--- src/hw/rtl/bsfr_pkg.sv ---
// Shared types and constants for the bit stream field reader.
package bsfr_pkg;

	localparam int BUFFER_BYTES_DEF   = 4096;
	localparam int MAX_FIELD_BITS_DEF = 64;
	localparam int BYTE_BITS          = 8;
	localparam int FIELD_BITS         = 64;
	localparam int POS_BITS           = 16;
	localparam int REQ_BITS           = 3;
	localparam int CNT_BITS           = 7;
	// A 64-bit field at a nonzero bit offset touches up to nine bytes.
	localparam int WIN_BYTES          = 9;
	localparam int WIN_BITS           = WIN_BYTES * BYTE_BITS;

	typedef enum logic [REQ_BITS-1:0] {
		REQ_LOAD   = 3'd0,
		REQ_RD_MSB = 3'd1,
		REQ_RD_LSB = 3'd2,
		REQ_SKIP   = 3'd3,
		REQ_BACK   = 3'd4,
		REQ_CHECK  = 3'd5,
		REQ_CLEAR  = 3'd6
	} req_e_t;

	typedef enum logic [2:0] {
		ST_IDLE,
		ST_EXEC,
		ST_FETCH,
		ST_EXTRACT,
		ST_DONE
	} state_t;

	// Controller to datapath.
	typedef struct packed {
		logic latch;
		logic exec;
		logic fetch;
		logic extract;
		logic out_load;
	} cmd_t;

	// Datapath to controller.
	typedef struct packed {
		logic read_go;
		logic fetch_done;
	} sts_t;

endpackage

--- src/hw/rtl/bsfr_ctrl.sv ---
// Sequencer for the bit stream field reader: handshakes and step commands.
module bsfr_ctrl import bsfr_pkg::*; (
	input  logic clk,
	input  logic arst_n,
	input  logic s_tvalid,
	output logic s_tready,
	output logic m_tvalid,
	input  logic m_tready,
	input  sts_t st,
	output cmd_t cmd
);

	state_t state_q, state_d;
	logic   m_valid_q, m_valid_d;

	always_ff @(posedge clk or negedge arst_n) begin
		if (!arst_n) begin
			state_q   <= ST_IDLE;
			m_valid_q <= 1'b0;
		end else begin
			state_q   <= state_d;
			m_valid_q <= m_valid_d;
		end
	end

	always_comb begin
		state_d   = state_q;
		cmd       = '0;
		s_tready  = 1'b0;
		m_valid_d = m_valid_q && !m_tready;
		unique case (state_q)
			ST_IDLE: begin
				s_tready = 1'b1;
				if (s_tvalid) begin
					cmd.latch = 1'b1;
					state_d   = ST_EXEC;
				end
			end
			ST_EXEC: begin
				cmd.exec = 1'b1;
				state_d  = st.read_go ? ST_FETCH : ST_DONE;
			end
			ST_FETCH: begin
				cmd.fetch = 1'b1;
				if (st.fetch_done)
					state_d = ST_EXTRACT;
			end
			ST_EXTRACT: begin
				cmd.extract = 1'b1;
				state_d     = ST_DONE;
			end
			ST_DONE: begin
				// hold the result until the output register is free
				if (!m_valid_q || m_tready) begin
					cmd.out_load = 1'b1;
					m_valid_d    = 1'b1;
					state_d      = ST_IDLE;
				end
			end
			default: state_d = ST_IDLE;
		endcase
	end

	assign m_tvalid = m_valid_q;

endmodule

--- config.mk ---
export PLATFORM = sky130hd
export DESIGN_NAME = bsfr_ctrl
export DESIGN_NICKNAME = d
export VERILOG_FILES = /design/src/hw/rtl/bsfr_pkg.sv /design/src/hw/rtl/bsfr_ctrl.sv
export SDC_FILE = /design/constraint.sdc
export NUM_CORES = 1
export LEC_CHECK = 0
export ABC_AREA = 1
export BUFFER_PORTS_ARGS = -buffer_cell sky130_fd_sc_hd__buf_2
export CAP_MARGIN = 20
export CORE_AREA = 2 2 39 41
export DETAILED_ROUTE_END_ITERATION = 8
export DIE_AREA = 0 0 41 43
export GPL_ROUTABILITY_DRIVEN = 0
export PLACE_DENSITY = 0.41
export SLEW_MARGIN = 20
export SYNTH_ARGS = -nofsm -noshare
export SYNTH_HDL_FRONTEND = slang
export SYNTH_SLANG_ARGS = --single-unit
--- constraint.sdc ---
create_clock -name clk -period 2.6 [get_ports clk]
set_input_delay 0.26 -clock clk [delete_from_list [all_inputs] [get_ports clk]]
set_output_delay 0.26 -clock clk [all_outputs]
set_load 0.005 [all_outputs]
==> impl_results.md <==
* Most frequent cell after synthesis: inv_1
* Syn_area_per_cell at 6.62 µm²
* Setup ws final at 1.20 ns
* Crit Path Category: flop to output port
* Post-Syn Nets at 40
* Routed wire per std cell at 7.92 µm
* DR pass1 iterations at 2
* Core ar. at 1380 µm²
* Final Hold Vio Count at 0
* Unique masters post-synth at 9
* Fraction of registers with async set/reset at 1.00
* Detailed-route via count at 254
* Worst rel slew slack at 0.874
* CP required at 2.34 ns
* Met2 routed WL at 226 µm
* Share of cells above drive strength 1 at 0.320
* Crit path DAT at 1.14 ns
* Synth Cell Area at 225 µm²
* Syn Inst Count at 34
* CTS tree: yes
* Post-synth EDFFs at 0
* Die X at 41 µm
* CTS sink count at 4
* Synth area leaders: dfrtp_1 (44%), inv_1 (17%), nor2_1 (10%)
* Final Non-Filler Cells at 66
* Inst Count DP at 62
* Yosys top cell by area: dfrtp_1
* Global-route wire length before repair at 876 µm
* Final HPWL DP at 436 µm
* Ant diodes at 0
* Met3 wire length at 62 µm
* YS warnings at 0
* Wire length on met1 at 233 µm
* Fill count at 162
* Max Fanout on Critical Path at 5
* Unrepaired setup endpoints after global routing: false
* Final period utilization at 0.539
* DRC viols at 0
* Peak Freq at 714 MHz
* First DRT Iteration DRCs at 2
* Clock buffer depth at 2
* Post-synthesis sequential area ratio at 0.444
* GRT Total Usage at 0.0775
* Row count at 14
* Outcome: completed
* Max Used Layer: met3
* Main synth FF type: dfrtp_1
* Power density over the cells at 1080 nW/µm²
* Remaining Overflow, GRT at 0
* Clk slew on worst S/H paths at 0.04 ns
* Final Max Tran Viols at 0
* P&R area growth vs syn at 50.0%
* IO Pins at 13
* Vias in the first global route at 243
* Fin nets at 58
* Post-route ant nets at 0
* Worst hold margin at 0.246 ns
* Synth Register Bits at 4
* Vias per cell at 3.85
* Root Buffer: clkbuf_4
* Port Buffers at 12
* Peak supply drop at 0.317 mV
* Min Tclk post-route at 1.40 ns
* Critical path capture point type: output port
* Critical path launch point type: flop
* Clk_skew at 0.00133 ns
* Clock Latency Late Sink at 0.23 ns
* Die ar. at 1760 µm²
* Finished Cell Area at 338 µm²
* Placed Area at 305 µm²
* Pre-CTS setup slack at 1.43 ns
* Initial antenna violation count at 0
* Share of the synthesized area in the top cell type at 0.444
* Max cap viols at 0
* Setup TNS at 0 ns
* Starting Density at 0.163
* Routed wire length at 523 µm
* # setup viols final at 0
* Die H at 43 µm
* Worst slew pin tran at 0.188 ns
* Hold Path Class: input pin to flop
* TritonCTS Buffers at 3
* Setup Buffers After CTS at 0
* Largest net degree at the start of global routing at 6
* Commonest cells in the netlist: inv_1 (10), nor2_1 (6), nand2_1 (5)
* H-Tree Depth at 1
* P_leak at 0.220 nW
-- placed cells by master, fill, tap and decap left out, drive strengths merged --
cell / Yosys / layout
o21ai: 3 / 3
dlygate4sd3: 0 / 1
nor2: 7 / 7
clkbuf: 0 / 3
nand2: 5 / 5
nor3: 1 / 1
dfrtp: 4 / 4
buf: 0 / 12
inv: 10 / 10
nand3: 4 / 4
-- where the power goes --
part | total (W) | internal (W) | switching (W)
Clock | 0.0000754 | 0.0000515 | 0.0000239
Combinational | 0.000171 | 0.0000725 | 0.0000989
Sequential | 0.000118 | 0.0000911 | 0.0000268
-- final cells by class --
| type | count | area (µm²) | share of cell area |
|---|---|---|---|
| Sequential cell | 4 | 100 | 0.296 |
| Multi-Input combinational cell | 20 | 87.6 | 0.259 |
| Timing Repair Buffer | 13 | 70.1 | 0.207 |
| Inverter | 10 | 37.5 | 0.111 |
| Clock buffer | 3 | 22.5 | 0.0667 |
| Tap cell | 16 | 20.0 | 0.0593 |
-- cell families after synthesis --
logic type      after synthesis  synth area share
simple gates                 17             0.322
buf+inv                      10             0.167
flops                         4             0.444
compound gates                3            0.0666
-- through the flow --
stage	util	power, W
final	0.244	0.000365
after global routing	0.244	0.000419
after CTS	0.244	0.000372
after detailed placement	0.221	0.000292
after global placement	0.221	0.000290
after floorplan	-	0.000220
-- critical path, stage by stage, from the launching register on --
cell     delay (ns)
dfrtp_1        0.41
nor2_2         0.21
nand2_1        0.09
nor2_1         0.09
buf_2          0.11
-- worst paths after layout --
check | start | end | slack, ns | cells past startpoint
worst max register to register | state_q[2] | state_q[0] | 1.65 | 4
min in group asynchronous | arst_n | state_q[0] | 0.37 | 2
max in group asynchronous | arst_n | state_q[1] | 2.11 | 2
worst min-delay path | m_tready | m_tvalid | 0.25 | 2
worst max-delay path | state_q[2] | cmd[4] | 1.20 | 4
worst min register to register | m_tvalid | m_tvalid | 0.56 | 2
-- sequential cells by signal, summed over array words and instances, names as in the netlist --
name / count
m_tvalid: 1
state_q: 3
-- metal layers --
layer  vias up  GRT usage
li1        135          -
met1       109     0.0809
met2        10      0.113
met3         0     0.0524
met4         0     0.0400
met5         -          0
-- repair_timing --
item                      in CTS  in global routing
gates resized for setup        0                  0
hold endpoints to repair       4                  0
hold buffers                   1                  0
(Power assumes the default switching activity.)
